### src/rtl/atrp_pkg.sv
// Package: shared types, keyword table and constants of the AT response byte parser.
package atrp_pkg;

    // Major parser states; ST_KW walks the keyword table with a separate position counter.
    typedef enum logic [3:0] {
        ST_IDLE,
        ST_CR,
        ST_LF,
        ST_ADDR,
        ST_LINK,
        ST_COMMA,
        ST_LEN,
        ST_DATA,
        ST_PROMPT,
        ST_KW
    } parse_state_t;

    typedef enum logic [2:0] {
        RESP_OK       = 3'd0,
        RESP_ERROR    = 3'd1,
        RESP_NOCHANGE = 3'd2,
        RESP_FAIL     = 3'd3,
        RESP_READY    = 3'd4,
        RESP_GOTIP    = 3'd5,
        RESP_SEND     = 3'd6,
        RESP_NONE     = 3'd7
    } resp_code_t;

    localparam int KW_CHARS = 48;
    localparam int KW_POS_W = 6;
    typedef logic [KW_POS_W-1:0] kw_pos_t;

    // All keywords back to back, first character in the top byte.
    localparam logic [8*KW_CHARS-1:0] KW_TEXT =
        "OKERRORno changeFAILreadyWIFI GOT IPSTAIP,\"+IPD,";

    // Start position of each keyword in the table.
    localparam kw_pos_t KW_START_OK       = 6'd0;
    localparam kw_pos_t KW_START_ERROR    = 6'd2;
    localparam kw_pos_t KW_START_NOCHANGE = 6'd7;
    localparam kw_pos_t KW_START_FAIL     = 6'd16;
    localparam kw_pos_t KW_START_READY    = 6'd20;
    localparam kw_pos_t KW_START_GOTIP    = 6'd25;
    localparam kw_pos_t KW_START_STAIP    = 6'd36;
    localparam kw_pos_t KW_START_IPD      = 6'd43;

    // Last position of each keyword in the table.
    localparam kw_pos_t KW_END_OK       = 6'd1;
    localparam kw_pos_t KW_END_ERROR    = 6'd6;
    localparam kw_pos_t KW_END_NOCHANGE = 6'd15;
    localparam kw_pos_t KW_END_FAIL     = 6'd19;
    localparam kw_pos_t KW_END_READY    = 6'd24;
    localparam kw_pos_t KW_END_GOTIP    = 6'd35;
    localparam kw_pos_t KW_END_STAIP    = 6'd42;
    localparam kw_pos_t KW_END_IPD      = 6'd47;

    localparam logic [7:0] CH_CR    = 8'd13;
    localparam logic [7:0] CH_LF    = 8'd10;
    localparam logic [7:0] CH_QUOTE = 8'h22;
    localparam logic [7:0] CH_COMMA = 8'h2C;
    localparam logic [7:0] CH_COLON = 8'h3A;
    localparam logic [7:0] CH_PROMPT = 8'h3E;

    localparam logic [7:0] CH_O    = 8'h4F;
    localparam logic [7:0] CH_E    = 8'h45;
    localparam logic [7:0] CH_N_LC = 8'h6E;
    localparam logic [7:0] CH_F    = 8'h46;
    localparam logic [7:0] CH_R_LC = 8'h72;
    localparam logic [7:0] CH_W    = 8'h57;
    localparam logic [7:0] CH_S    = 8'h53;
    localparam logic [7:0] CH_PLUS = 8'h2B;

    // One result transaction.
    typedef struct packed {
        logic       resp_valid;
        logic [2:0] resp_code;
        logic [7:0] link_id;
        logic       payload_valid;
        logic [7:0] payload_byte;
        logic [3:0] payload_index;
        logic       msg_done;
        logic       msg_drop;
        logic [3:0] msg_length;
        logic       ip_valid;
        logic [7:0] ip_byte;
        logic [3:0] ip_index;
    } result_t;

    function automatic logic [7:0] kw_char(input kw_pos_t pos);
        logic [7:0] ch;
        ch = KW_TEXT[8*(KW_CHARS-1-int'(pos)) +: 8];
        return ch;
    endfunction

endpackage

### src/rtl/atrp_parser.sv
// Parser state machine: per-byte next state and result of the AT response parser.
module atrp_parser #(
    parameter int PAYLOAD_MAX = 16,
    parameter int ADDR_MAX    = 16
) (
    input  logic              aclk,
    input  logic              aresetn,
    input  logic              step_en,
    input  logic [7:0]        rx_byte,
    output atrp_pkg::result_t res
);

    localparam int IDX_MAX = (PAYLOAD_MAX - 1 > ADDR_MAX) ? PAYLOAD_MAX - 1 : ADDR_MAX;
    localparam int IDX_W   = $clog2(IDX_MAX + 1);
    localparam logic [IDX_W-1:0] ADDR_LIMIT = IDX_W'(ADDR_MAX);
    localparam logic [IDX_W-1:0] PAY_LAST   = IDX_W'(PAYLOAD_MAX - 1);

    atrp_pkg::parse_state_t state_reg, state_next;
    atrp_pkg::resp_code_t   pending_reg, pending_next;
    atrp_pkg::kw_pos_t      kw_pos_reg, kw_pos_next;
    logic [IDX_W-1:0]       index_reg, index_next;
    logic [7:0]             link_reg, link_next;

    always_ff @(posedge aclk) begin
        if (!aresetn) begin
            state_reg   <= atrp_pkg::ST_IDLE;
            pending_reg <= atrp_pkg::RESP_NONE;
            kw_pos_reg  <= '0;
            index_reg   <= '0;
            link_reg    <= '0;
        end else if (step_en) begin
            state_reg   <= state_next;
            pending_reg <= pending_next;
            kw_pos_reg  <= kw_pos_next;
            index_reg   <= index_next;
            link_reg    <= link_next;
        end
    end

    always_comb begin
        state_next   = state_reg;
        pending_next = pending_reg;
        kw_pos_next  = kw_pos_reg;
        index_next   = index_reg;
        link_next    = link_reg;
        res          = '0;

        case (state_reg)
            atrp_pkg::ST_IDLE: begin
                pending_next = atrp_pkg::RESP_NONE;
                state_next   = atrp_pkg::ST_KW;
                case (rx_byte)
                    atrp_pkg::CH_PROMPT: state_next  = atrp_pkg::ST_PROMPT;
                    atrp_pkg::CH_O:      kw_pos_next = atrp_pkg::KW_START_OK + 6'd1;
                    atrp_pkg::CH_E:      kw_pos_next = atrp_pkg::KW_START_ERROR + 6'd1;
                    atrp_pkg::CH_N_LC:   kw_pos_next = atrp_pkg::KW_START_NOCHANGE + 6'd1;
                    atrp_pkg::CH_F:      kw_pos_next = atrp_pkg::KW_START_FAIL + 6'd1;
                    atrp_pkg::CH_R_LC:   kw_pos_next = atrp_pkg::KW_START_READY + 6'd1;
                    atrp_pkg::CH_W:      kw_pos_next = atrp_pkg::KW_START_GOTIP + 6'd1;
                    atrp_pkg::CH_S:      kw_pos_next = atrp_pkg::KW_START_STAIP + 6'd1;
                    atrp_pkg::CH_PLUS:   kw_pos_next = atrp_pkg::KW_START_IPD + 6'd1;
                    default:             state_next  = atrp_pkg::ST_IDLE;
                endcase
            end
            atrp_pkg::ST_KW: begin
                state_next = atrp_pkg::ST_IDLE;
                if (int'(kw_pos_reg) < atrp_pkg::KW_CHARS &&
                    rx_byte == atrp_pkg::kw_char(kw_pos_reg)) begin
                    state_next = atrp_pkg::ST_CR;
                    case (kw_pos_reg)
                        atrp_pkg::KW_END_OK:       pending_next = atrp_pkg::RESP_OK;
                        atrp_pkg::KW_END_ERROR:    pending_next = atrp_pkg::RESP_ERROR;
                        atrp_pkg::KW_END_NOCHANGE: pending_next = atrp_pkg::RESP_NOCHANGE;
                        atrp_pkg::KW_END_FAIL:     pending_next = atrp_pkg::RESP_FAIL;
                        atrp_pkg::KW_END_READY:    pending_next = atrp_pkg::RESP_READY;
                        atrp_pkg::KW_END_GOTIP:    pending_next = atrp_pkg::RESP_GOTIP;
                        atrp_pkg::KW_END_STAIP: begin
                            index_next = '0;
                            state_next = atrp_pkg::ST_ADDR;
                        end
                        atrp_pkg::KW_END_IPD:      state_next = atrp_pkg::ST_LINK;
                        default: begin
                            kw_pos_next = kw_pos_reg + 6'd1;
                            state_next  = atrp_pkg::ST_KW;
                        end
                    endcase
                end
            end
            atrp_pkg::ST_CR: begin
                state_next = (rx_byte == atrp_pkg::CH_CR) ? atrp_pkg::ST_LF : atrp_pkg::ST_IDLE;
            end
            atrp_pkg::ST_LF: begin
                if (rx_byte == atrp_pkg::CH_LF && pending_reg != atrp_pkg::RESP_NONE) begin
                    res.resp_valid = 1'b1;
                    res.resp_code  = pending_reg;
                end
                state_next = atrp_pkg::ST_IDLE;
            end
            atrp_pkg::ST_PROMPT: begin
                res.resp_valid = 1'b1;
                res.resp_code  = atrp_pkg::RESP_SEND;
                state_next     = atrp_pkg::ST_IDLE;
            end
            atrp_pkg::ST_ADDR: begin
                if (rx_byte == atrp_pkg::CH_QUOTE) begin
                    pending_next = atrp_pkg::RESP_OK;
                    state_next   = atrp_pkg::ST_LF;
                end else if (index_reg < ADDR_LIMIT) begin
                    res.ip_valid = 1'b1;
                    res.ip_byte  = rx_byte;
                    res.ip_index = 4'(index_reg);
                    index_next   = index_reg + IDX_W'(1);
                end
            end
            atrp_pkg::ST_LINK: begin
                link_next  = rx_byte;
                state_next = atrp_pkg::ST_COMMA;
            end
            atrp_pkg::ST_COMMA: begin
                if (rx_byte == atrp_pkg::CH_COMMA) begin
                    state_next = atrp_pkg::ST_LEN;
                    index_next = '0;
                end else begin
                    state_next = atrp_pkg::ST_IDLE;
                end
            end
            atrp_pkg::ST_LEN: begin
                if (rx_byte == atrp_pkg::CH_COLON) begin
                    state_next = atrp_pkg::ST_DATA;
                end
                index_next = '0;
            end
            atrp_pkg::ST_DATA: begin
                if (rx_byte == atrp_pkg::CH_CR && index_reg != '0) begin
                    res.msg_done   = 1'b1;
                    res.msg_length = 4'(index_reg);
                    index_next     = '0;
                    state_next     = atrp_pkg::ST_IDLE;
                end else if ((rx_byte == atrp_pkg::CH_CR || rx_byte == atrp_pkg::CH_LF) &&
                             index_reg == '0) begin
                    state_next = atrp_pkg::ST_IDLE;
                end else if (index_reg >= PAY_LAST) begin
                    res.msg_drop = 1'b1;
                    index_next   = '0;
                    state_next   = atrp_pkg::ST_IDLE;
                end else begin
                    res.payload_valid = 1'b1;
                    res.payload_byte  = rx_byte;
                    res.payload_index = 4'(index_reg);
                    index_next        = index_reg + IDX_W'(1);
                end
            end
            default: begin
                state_next = atrp_pkg::ST_IDLE;
            end
        endcase

        res.link_id = link_next;
    end

endmodule

### src/rtl/at_response_byte_parser_unit.sv
// Top level: AT response byte parser with stream handshake and result register.
// Output: a result transaction is registered and appears in the cycle after its byte is accepted.
// Throughput: one byte per cycle; the parser state and the result register update
// together, and a byte is taken whenever the result register is empty or drained.
// Reset: aresetn (synchronous, active low) returns the parser to idle with no
// pending response, a zero link id and an empty result register.
module at_response_byte_parser_unit #(
    parameter int PAYLOAD_MAX = 16,
    parameter int ADDR_MAX    = 16
) (
    input  logic        aclk,
    input  logic        aresetn,
    // Byte input channel
    input  logic        s_tvalid,
    output logic        s_tready,
    input  logic [7:0]  s_tdata,   // [7:0] rx_byte
    // Result channel
    output logic        m_tvalid,
    input  logic        m_tready,
    // [0] resp_valid, [3:1] resp_code, [11:4] link_id, [12] payload_valid,
    // [20:13] payload_byte, [24:21] payload_index, [25] msg_done, [26] msg_drop,
    // [30:27] msg_length, [31] ip_valid, [39:32] ip_byte, [43:40] ip_index,
    // [47:44] zero
    output logic [47:0] m_tdata
);

    logic              step_en;
    atrp_pkg::result_t step_res;
    atrp_pkg::result_t res_reg;
    logic              m_tvalid_reg;

    // Take a byte whenever the result register is free or being drained this cycle.
    assign s_tready = !m_tvalid_reg || m_tready;
    assign step_en  = s_tvalid && s_tready;

    // Parser state machine: advance on every accepted transaction.
    atrp_parser #(
        .PAYLOAD_MAX (PAYLOAD_MAX),
        .ADDR_MAX    (ADDR_MAX)
    ) u_parser (
        .aclk    (aclk),
        .aresetn (aresetn),
        .step_en (step_en),
        .rx_byte (s_tdata),
        .res     (step_res)
    );

    // Result register: load on accept, drop valid once the sink takes it.
    always_ff @(posedge aclk) begin
        if (!aresetn) begin
            m_tvalid_reg <= 1'b0;
        end else if (step_en) begin
            m_tvalid_reg <= 1'b1;
        end else if (m_tready) begin
            m_tvalid_reg <= 1'b0;
        end
    end

    // Payload needs no reset; hold it while stalled.
    always_ff @(posedge aclk) begin
        if (step_en) begin
            res_reg <= step_res;
        end
    end

    assign m_tvalid = m_tvalid_reg;

    // Pack fields from the lowest bit up.
    assign m_tdata[0]     = res_reg.resp_valid;
    assign m_tdata[3:1]   = res_reg.resp_code;
    assign m_tdata[11:4]  = res_reg.link_id;
    assign m_tdata[12]    = res_reg.payload_valid;
    assign m_tdata[20:13] = res_reg.payload_byte;
    assign m_tdata[24:21] = res_reg.payload_index;
    assign m_tdata[25]    = res_reg.msg_done;
    assign m_tdata[26]    = res_reg.msg_drop;
    assign m_tdata[30:27] = res_reg.msg_length;
    assign m_tdata[31]    = res_reg.ip_valid;
    assign m_tdata[39:32] = res_reg.ip_byte;
    assign m_tdata[43:40] = res_reg.ip_index;
    assign m_tdata[47:44] = 4'd0;

endmodule

### config.mk
export PLATFORM = sky130hd
export DESIGN_NAME = at_response_byte_parser_unit
export DESIGN_NICKNAME = d
export VERILOG_FILES = /design/src/rtl/atrp_pkg.sv /design/src/rtl/atrp_parser.sv /design/src/rtl/at_response_byte_parser_unit.sv
export SDC_FILE = /design/constraint.sdc
export NUM_CORES = 1
export LEC_CHECK = 0
export ABC_AREA = 1
export BUFFER_PORTS_ARGS = -buffer_cell sky130_fd_sc_hd__buf_2
export CORE_ASPECT_RATIO = 0.6
export CORE_UTILIZATION = 40
export DETAILED_ROUTE_END_ITERATION = 10
export SLEW_MARGIN = 20
export SYNTH_ARGS = -nofsm -noshare
export SYNTH_HDL_FRONTEND = slang
export SYNTH_SLANG_ARGS = --single-unit
### constraint.sdc
create_clock -name aclk -period 4.17 [get_ports aclk]
set_input_delay 1.251 -clock aclk [delete_from_list [all_inputs] [get_ports aclk]]
set_output_delay 1.251 -clock aclk [all_outputs]
set_load 0.01 [all_outputs]
# Word-level counts from Yosys, hierarchy flattened
# Cells that the tools add are included.
[op_classes] addsub=3 n_lt_le_gt_ge=3 eq_ne=45 shifts=1 mux=37 n_bitwise=3 n_reduce_logical=27
[op_table] op="variable part select 384 x 32 -> 8 bit (first input constant)" n=1
[op_table] op="equality test 8 x 7 -> 1 bit (second input constant)" n=7
[op_table] op="case mux 6 bit (8 select lines)" n=1
[op_table] op="equality test 8 x 6 -> 1 bit (second input constant)" n=5
[op_table] op="two-way mux 5 bit" n=8
[op_table] op="case mux 4 bit (8 select lines)" n=1
[op_table] op="two-way mux 4 bit" n=7
[op_table] op="two-way mux 13 bit" n=2
[op_table] op="case mux 5 bit (5 select lines)" n=1
[op_table] op="equality test 6 bit (second input constant)" n=3
[op_table] op="case mux 3 bit (6 select lines)" n=1
[op_table] op="equality test 4 x 3 -> 1 bit (second input constant)" n=4
[op_table] op="equality test 8 x 4 -> 1 bit (second input constant)" n=2
[op_table] op="case mux 4 bit (2 select lines)" n=2
[op_table] op="OR reduction 8 bit" n=2
[op_table] op="equality test 6 x 5 -> 1 bit (second input constant)" n=2
[op_table] op="two-way mux 6 bit" n=2
[op_table] op="!= test 2 x 1 -> 1 bit (second input constant)" n=6
[op_table] op="case mux 4 bit (3 select lines)" n=1
[op_table] op="case mux 6 bit (2 select lines)" n=1
[op_table] op="AND reduction 5 bit" n=2
[op_table] op="nonzero test 5 bit" n=2
[op_table] op="two-way mux 3 bit" n=3
[op_table] op="!= test 9 bit (second input constant)" n=1
[op_table] op="other kinds (37)" n=52
[totals] ff_bits=71 output_inout_bits=50

# Depth between registers and ports, before layout
# Gate-level depths: netlist (run 1).
[logic_depth] depth_word=6 mapped_depth=19 mapped_depth_nobuf=19

# Cells and area by module
# A second synthesis (run 1) with hierarchy kept.
[hier_totals] hier_cells=626 area_unflattened_um2=4446.8
[by_module_without_submodules] mod="atrp_parser" n_inst=1 cells_each=570 area_per_inst_um2=3040.4
[by_module_without_submodules] mod="at_response_byte_parser_unit" n_inst=1 cells_each=56 area_per_inst_um2=1406.3

# Least setup slack after synthesis (run 1)
# No wires, ideal clock.
[synth_timing] path_type="input-to-reg" from="input m_tready" to="register u_parser.index_reg[1]" arrival_time_ns=3.322 path_slack_ns=0.734 path_stages=8 cell_sequence="inv_1 > nand2_1 > nand2_1 > clkinv_1 > nand3_4 > nand2_1 > nand2_1 > nor2_1"
[synth_via] elab_chain_len=3
[synth_lines] element="from (decl)" line="at_response_byte_parser_unit.sv:19" rtl="input logic m_tready,"
[synth_lines] element="logical OR 1 bit" line="at_response_byte_parser_unit.sv:33" rtl="assign s_tready = !m_tvalid_reg || m_tready;"
[synth_lines] element="named net s_tready" line="at_response_byte_parser_unit.sv:15" rtl="output logic s_tready,"
[synth_lines] element="logical AND 1 bit" line="at_response_byte_parser_unit.sv:34" rtl="assign step_en = s_tvalid && s_tready;"
[synth_lines] element="named net step_en" line="at_response_byte_parser_unit.sv:27" rtl="logic step_en;"
[synth_lines] element="AND reduction 8 bit (no source line)"
[synth_lines] element="to (signal assigned)" line="atrp_parser.sv:35" rtl="index_reg <= index_next;"
[synth_lines] element="to (decl)" line="atrp_parser.sv:21" rtl="logic [IDX_W-1:0] index_reg, index_next;"
# The timed path passes the listed nets, and every way through them passes these cells.
# A chain may end at the register's enable or synchronous reset.

# Worst setup path after layout (run 1)
[layout_timing] from="input s_tdata[0]" to="register u_parser.state_reg[2]"
[layout_via] elab_chain_len=6 elab_cells_between_ends=19 cone_classes="eq/ne: 9; mux: 5; reduce/logical: 5"
[layout_lines] element="from (decl)" line="at_response_byte_parser_unit.sv:16" rtl="input logic [7:0] s_tdata,"
[layout_lines] element="equality test 8 x 4 -> 1 bit (on tied branches)" line="atrp_parser.sv:134, atrp_parser.sv:139"
[layout_lines] element="logical OR 1 bit" line="atrp_parser.sv:139" rtl="end else if ((rx_byte == atrp_pkg::CH_CR || rx_byte == atrp_pkg::CH_LF) &&"
[layout_lines] element="logical AND 1 bit" line="atrp_parser.sv:139"
[layout_lines] element="two-way mux 4 bit" line="atrp_parser.sv:139"
[layout_lines] element="two-way mux 4 bit" line="atrp_parser.sv:134" rtl="if (rx_byte == atrp_pkg::CH_CR && index_reg != '0) begin"
[layout_lines] element="case mux 4 bit (8 select lines)" line="atrp_parser.sv:48" rtl="case (state_reg)"
[layout_lines] element="to (signal assigned)" line="atrp_parser.sv:26" rtl="state_reg <= atrp_pkg::ST_IDLE;"
[layout_lines] element="to (signal assigned)" line="atrp_parser.sv:32" rtl="state_reg <= state_next;"
[layout_lines] element="to (decl)" line="atrp_parser.sv:18" rtl="atrp_pkg::parse_state_t state_reg, state_next;"
# Several ways; a longest one is shown, not always the timed one.

==> impl_metrics.csv, run 1 <==
group,metric,value,unit
logic_synthesis,synthesis.instances,623,
finish,area_delta_synth_final,14.8,%
setup_path,cp_top_family,"simple AND/OR/NAND/NOR gates",
clock_network,clock_latency,0.34,ns
setup_path,crit_path_top_delay_cell,"nor4_1",
routing,remaining_drc_errors,14,
floorplanning,io_pins,62,
logic_synthesis,netlist_area,4450,µm²
sta,tightest_slew,0.851,ns
routing,drtIter0Drc,510,
grt,grt-ovfl-total,0,
grt,grt_antenna_before_repair,0,
finish,diodes,0,
setup_path,cpPeakStageDelay,0.37,ns
sta,setup_viol,0,
sta,drv_slew,0,
floorplanning,placeableCoreArea,10700,µm²
clock_network,root_buffer,"clkbuf_16",
finish,fin_nets,697,
flow_run,cap_violations,0,
finish,drive_gt1_share,14.9,%
routing,routedWlPerCell,15.5,µm
floorplanning,start_util,41.6,%
logic_synthesis,netlist.top_cell.by_area,"edfxtp_1",
logic_synthesis,synth_xor_xnor_area_share,0.394,%
setup_path,start_kind,"input pin",
logic_synthesis,synth_top_family_by_area,"simple AND/OR/NAND/NOR gates",
logic_synthesis,async_flop_share,0,%
logic_synthesis,synth_mux_area_share,0,%
pwr,power_leakage,2.40,nW
pwr,switching_share,27.6,%
worst_hold_path,hold_path_class,"reg2reg",
sta,setup_tns,0,ns
sta,whs,0.469,ns
routing,drtAntennaViolNets,0,
placement,place_ws,0.705,ns
placement,placed_cell_area,4820,µm²
setup_path,worstPathArrival,3.48,ns
sta,hold_violations,0,
setup_path,critical_path_class,"in2reg",
pwr,seq_power_share,46.0,%
setup_path,end_kind,"flip-flop",
clock_network,cts_tree,"yes",
sta,rsz0062_at_grt,"no",
pwr,p_comb_share,10.8,%
logic_synthesis,synthTopCellsByArea,"edfxtp_1 (30%), nand2_1 (13%), dfxtp_1 (12%)",
sta,finalCritPeriodShare,77.3,%
setup_path,ff2ff_path_depth,16,
logic_synthesis,seq_area_frac_synth,41.9,%
pwr,p_int,1.25,mW
placement,port-buffer-count,57,
clock_network,clockBufferDepth,2,
routing,drt_wl_total,12600,µm
sta,relSlewSlack,42.6,%
floorplanning,die_h,83.7,µm
worst_hold_path,min_path_cells,2,
logic_synthesis,ys.flop_type,"edfxtp_1",
clock_network,path_clk_slew,0.06,ns
setup_path,cp.depth,13,
setup_path,cp_data_required_time,4.43,ns
setup_path,cp_max_fo,14,
placement,globalplace.congestion,0.929,
grt,grt_pass1_vias,4028,
finish,largest_register_ff_count,44,
logic_synthesis,yosysMostFrequentCell,"nand2_1",
grt,grt_pass1_wl,20600,µm
logic_synthesis,synth-simple-area-share,33.0,%
logic_synthesis,synth_top_area_share,29.7,%
placement,dp_hpwl,9440,µm
logic_synthesis,yosys-top-cells-count,"nand2_1 (154), nor2_1 (87), inv_1 (78)",
floorplanning,die-area,11600,µm²
sta,setup_ws,0.946,ns
clock_network,post_cts_resized,0,
logic_synthesis,synth_compound_gate_area_share,11.3,%
clock_network,cts.sinks,71,
floorplanning,rows,29,
logic_synthesis,yosys.cell_types.count,37,
logic_synthesis,ys_ff_latch,71,
setup_path,crit_buf_inv,5,
clock_network,cts-buffers-inserted,9,
pwr,power-per-cell-area,338,nW/µm²
clock_network,postCtsSetupRepairBufs,0,
finish,finalInstanceArea,5110,µm²
floorplanning,fp.dieW,138,µm
run_status,status,"finished, violations left",
sta,period_needed,3.22,ns
logic_synthesis,synth_fa_ha_area_share,3.09,%
routing,vias,4363,
sta,fmax,0.310,GHz
pwr,p_switching,0.475,mW
clock_network,htree_num_levels,3,
clock_network,postCtsHoldBufs,0,
grt,grt_start_max_net_pins,27,
routing,viasPerCell,5.33,
pwr,pwr-share-clk,43.2,%
run_status,violations,"DRC",
routing,firstDrtPassIters,8,
logic_synthesis,yosys_warnings,0,
pwr,ir_drop,0.199,mV
grt,gr-usage-all-layers,22.8,%
setup_path,crit_chain,"buf_2 -> inv_1 -> nand2_1 -> inv_1 -> nand2_1 -> nor4_1 -> o21ai_0 -> nand3_1 -> buf_4 -> nand3_1 -> inv_1 -> nand2_1 -> a21oi_1",
finish,fillerInstances,1048,
logic_synthesis,syn_avg_cell_area,7.14,µm²
sta,fin_skew,0.00731,ns
logic_synthesis,synth_edf_count,44,
-- per-layer routing --
layer	share of wire (%)	wire (µm)	GRT usage, %
met5	0	0	0
met4	1.2	152	5.72
met3	9.3	1170	5.39
met2	38	4830	30.6
met1	51	6490	35.7
-- cell usage in the layout, fill, tap and decap left out, types with 2 or more instances in the layout --
master | Yosys | final
dfxtp_1 | 27 | 27
a21oi_1 | 34 | 34
nor2_1 | 87 | 86
inv_6 | 0 | 3
nor2_2 | 3 | 4
a31oi_1 | 3 | 3
nand2_1 | 154 | 154
a211oi_1 | 3 | 3
o211ai_1 | 3 | 3
nand2_2 | 5 | 5
nand3_4 | 2 | 2
o21ai_0 | 37 | 37
clkinvlp_4 | 0 | 2
xor2_1 | 2 | 2
nand4_1 | 17 | 17
edfxtp_1 | 44 | 44
inv_1 | 78 | 78
o21ai_1 | 5 | 5
nand3_1 | 52 | 52
buf_2 | 12 | 57
buf_4 | 5 | 4
inv_2 | 5 | 6
clkbuf_16 | 0 | 9
nand3_2 | 3 | 3
conb_1 | 1 | 4
ha_1 | 11 | 11
o21bai_1 | 2 | 2
nor3_1 | 10 | 10
-- stage by stage --
step / power, mW / utilization [%] / cells
final: 1.72 / 47.7 / 818
after global placement: 0.990 / 45.0 / 802
after CTS: 1.73 / 47.7 / 818
after detailed placement: 0.991 / 45.0 / 802
after floorplan: 0.930 / - / 626
after global routing: 1.79 / 47.7 / 818
-- power groups by stage --
stage          combinational [mW]  sequential [mW]  clock [mW]
6_report                    0.187            0.793       0.745
5_1_grt                     0.208            0.796       0.788
4_1_cts                     0.185            0.793       0.756
3_5_place_dp                0.184            0.808           0
3_3_place_gp                0.183            0.808           0
2_1_floorplan               0.114            0.816           0
-- cells by family (layout without fill, tap and decap cells) --
kind of cell / Yosys count / count (layout)
DFF: 71 / 71
and+or+nand+nor: 336 / 336
adders and majority gates: 11 / 11
AOI/OAI and AO/OA: 92 / 92
buffers and inverters: 110 / 163
other: 1 / 4
xor gates and xnor gates: 2 / 2
-- cell type report --
cell class              instances  area (µm²)  share of cell area (%)
inverters                      86         325                    6.37
well taps                     139         174                    3.41
multi-input cells             445        2140                    42.0
flip-flops and latches         71        1860                    36.5
clock buffers                   9         225                    4.41
repair buffers                 61         315                    6.17
clock inverters                 7        61.3                    1.20
-- worst min-delay path, cell delays in order, from the launching register on --
cell,delay (ns)
dfxtp_1,0.33
nand2_1,0.06
nand3_1,0.06
-- worst paths after layout --
path                                             start                                    to  slack [ns]
setup / recovery                            s_tdata[0]    u_parser.state_reg[2]$_SDFFE_PN0P_        0.95
hold / removal    u_parser.pending_reg[0]$_SDFFE_PN1P_  u_parser.pending_reg[0]$_SDFFE_PN1P_        0.47
setup reg to reg   u_parser.kw_pos_reg[4]$_SDFFE_PN0P_    u_parser.index_reg[1]$_SDFFE_PN0P_        1.00
hold reg to reg   u_parser.pending_reg[0]$_SDFFE_PN1P_  u_parser.pending_reg[0]$_SDFFE_PN1P_        0.47
Note: power is estimated with default switching activity, not from simulation.
==> run 2, diff against run 1 <==
==> constraint.sdc (replaced) <==
create_clock -name aclk -period 3.1 [get_ports aclk]
set_input_delay 0.93 -clock aclk [delete_from_list [all_inputs] [get_ports aclk]]
set_output_delay 0.93 -clock aclk [all_outputs]
set_load 0.01 [all_outputs]
==> impl_metrics.csv, run 2 (synthesis gave the netlist of run 1 again) <==
group,metric,value,unit
placement,globalplace.congestion,0.910,
finish,final_cell_mix,"nand2_1 (154), nor2_1 (87), inv_1 (78)",
grt,grt_start_max_net_pins,41,
clock_network,cts.sinks,71,
setup_path,crit_path_top_delay_cell,"nor4_1",
routing,routedWlPerCell,15.2,µm
floorplanning,die_h,83.7,µm
finish,drive_gt1_share,16.0,%
sta,drv_slew,0,
sta,period_needed,2.86,ns
pwr,power_leakage,2.45,nW
pwr,p_switching,0.630,mW
pwr,p_comb_share,11.3,%
pwr,power-per-cell-area,446,nW/µm²
setup_path,cp_data_required_time,3.37,ns
pwr,ir_drop,0.330,mV
clock_network,post_cts_resized,0,
finish,area_delta_synth_final,16.7,%
run_status,violations,"DRC",
floorplanning,die-area,11600,µm²
setup_path,start_kind,"input pin",
grt,gr-usage-all-layers,22.8,%
finish,multi_input_area,2140,µm²
flow_run,cap_violations,0,
grt,grt_pass1_vias,3866,
sta,rsz0062_at_grt,"no",
setup_path,crit_chain,"buf_2 -> inv_1 -> nor2_1 -> nand2_1 -> nor4_1 -> o21ai_0 -> nand3_1 -> nand3_1 -> inv_1 -> nand2_1 -> a21oi_1",
setup_path,cp_top_family,"simple AND/OR/NAND/NOR gates",
clock_network,path_clk_slew,0.06,ns
sta,relSlewSlack,54.7,%
sta,hold_violations,0,
floorplanning,rows,29,
clock_network,root_buffer,"clkbuf_16",
routing,remaining_drc_errors,12,
worst_hold_path,hold_path_class,"reg2reg",
grt,grt_pass1_wl,20400,µm
clock_network,cts_tree,"yes",
floorplanning,placeableCoreArea,10700,µm²
finish,fillerInstances,1036,
routing,viasPerCell,5.27,
floorplanning,fp.dieW,138,µm
floorplanning,start_util,41.6,%
pwr,p_int,1.69,mW
clock_network,postCtsHoldBufs,0,
setup_path,end_kind,"flip-flop",
clock_network,clockBufferDepth,2,
grt,grt-ovfl-total,0,
sta,fin_skew,0.00515,ns
clock_network,clock_latency,0.34,ns
run_status,status,"finished, violations left",
setup_path,cpPeakStageDelay,0.52,ns
setup_path,critical_path_class,"in2reg",
finish,diodes,0,
placement,dp_hpwl,9490,µm
pwr,seq_power_share,45.9,%
pwr,switching_share,27.2,%
sta,tightest_slew,0.674,ns
sta,finalCritPeriodShare,92.2,%
routing,firstDrtPassIters,10,
grt,grt_antenna_before_repair,0,
placement,port-buffer-count,57,
finish,fin_nets,707,
clock_network,htree_num_levels,3,
setup_path,worstPathArrival,3.13,ns
floorplanning,io_pins,62,
finish,layout_commonest_cell,"nand2_1",
setup_path,cp_max_fo,6,
clock_network,postCtsSetupRepairBufs,0,
sta,fmax,0.350,GHz
routing,vias,4362,
pwr,pwr-share-clk,42.7,%
clock_network,cts-buffers-inserted,9,
routing,drtAntennaViolNets,0,
routing,drt_wl_total,12600,µm
finish,ff_latch_area,1860,µm²
sta,setup_tns,0,ns
placement,dp.cells,812,
routing,drtIter0Drc,599,
setup_path,crit_buf_inv,3,
finish,instances_no_fill,828,
sta,setup_viol,0,
finish,largest_register_ff_count,44,
run 2: changes by cell type in the layout (fill, tap and decap cells not counted), sizes merged:
cell    before  now
inv         89   88
buf         61   71
clkinv       2    3
run 2: cell type report:
class	count	area share [%]
clock buffer	9	4.34
multi-input combinational	445	41.2
tap	139	3.35
inverter	86	6.29
sequential	71	35.9
timing repair buffer	71	7.76
clock inverter	7	1.18
run 2: worst paths after layout:
path	from	to	slack, ns	depth (start not counted)
hold / removal	u_parser.pending_reg[0]$_SDFFE_PN1P_	u_parser.pending_reg[0]$_SDFFE_PN1P_	0.47	2
setup / recovery	s_tdata[3]	u_parser.state_reg[0]$_SDFFE_PN0P_	0.24	11
hold reg to reg	u_parser.pending_reg[0]$_SDFFE_PN1P_	u_parser.pending_reg[0]$_SDFFE_PN1P_	0.47	2
setup reg to reg	u_parser.kw_pos_reg[4]$_SDFFE_PN0P_	u_parser.pending_reg[2]$_SDFFE_PN1P_	0.38	16
run 2: layer usage:
metal / part of all wire [%] / vias to the layer above / track usage [%]
met4: 1.5 / 0 / 6.74
met3: 9.0 / 15 / 6.48
met5: 0 / - / 0
met2: 39 / 189 / 31.1
li1: - / 2163 / -
met1: 51 / 1995 / 34.2
run 2: tightest hold or removal path, cell delays in order, from the launching register on:
cell and delay, ns:
dfxtp_1 0.33, nand2_1 0.05, nand3_1 0.06
run 2: power groups by stage:
stage          Sequential [mW]  Combinational [mW]  Clock, mW
4_1_cts                   1.06               0.259       1.02
6_report                  1.06               0.262      0.990
3_3_place_gp              1.08               0.255          0
2_1_floorplan             1.10               0.154          0
5_1_grt                   1.07               0.290       1.05
3_5_place_dp              1.08               0.257          0
run 2: through the flow:
step	cell area (µm²)	power [mW]	setup WS (ns)	util (%)	hold slack (ns)
6_report	5190	2.32	0.241	48.5	0.469
5_1_grt	5190	2.41	0.138	48.5	0.503
3_3_place_gp	4910	1.34	0.0295	45.8	0.450
3_5_place_dp	4910	1.34	0.00840	45.8	0.453
2_1_floorplan	4460	1.25	0.636	-	0.429
4_1_cts	5190	2.34	0.364	48.5	0.471
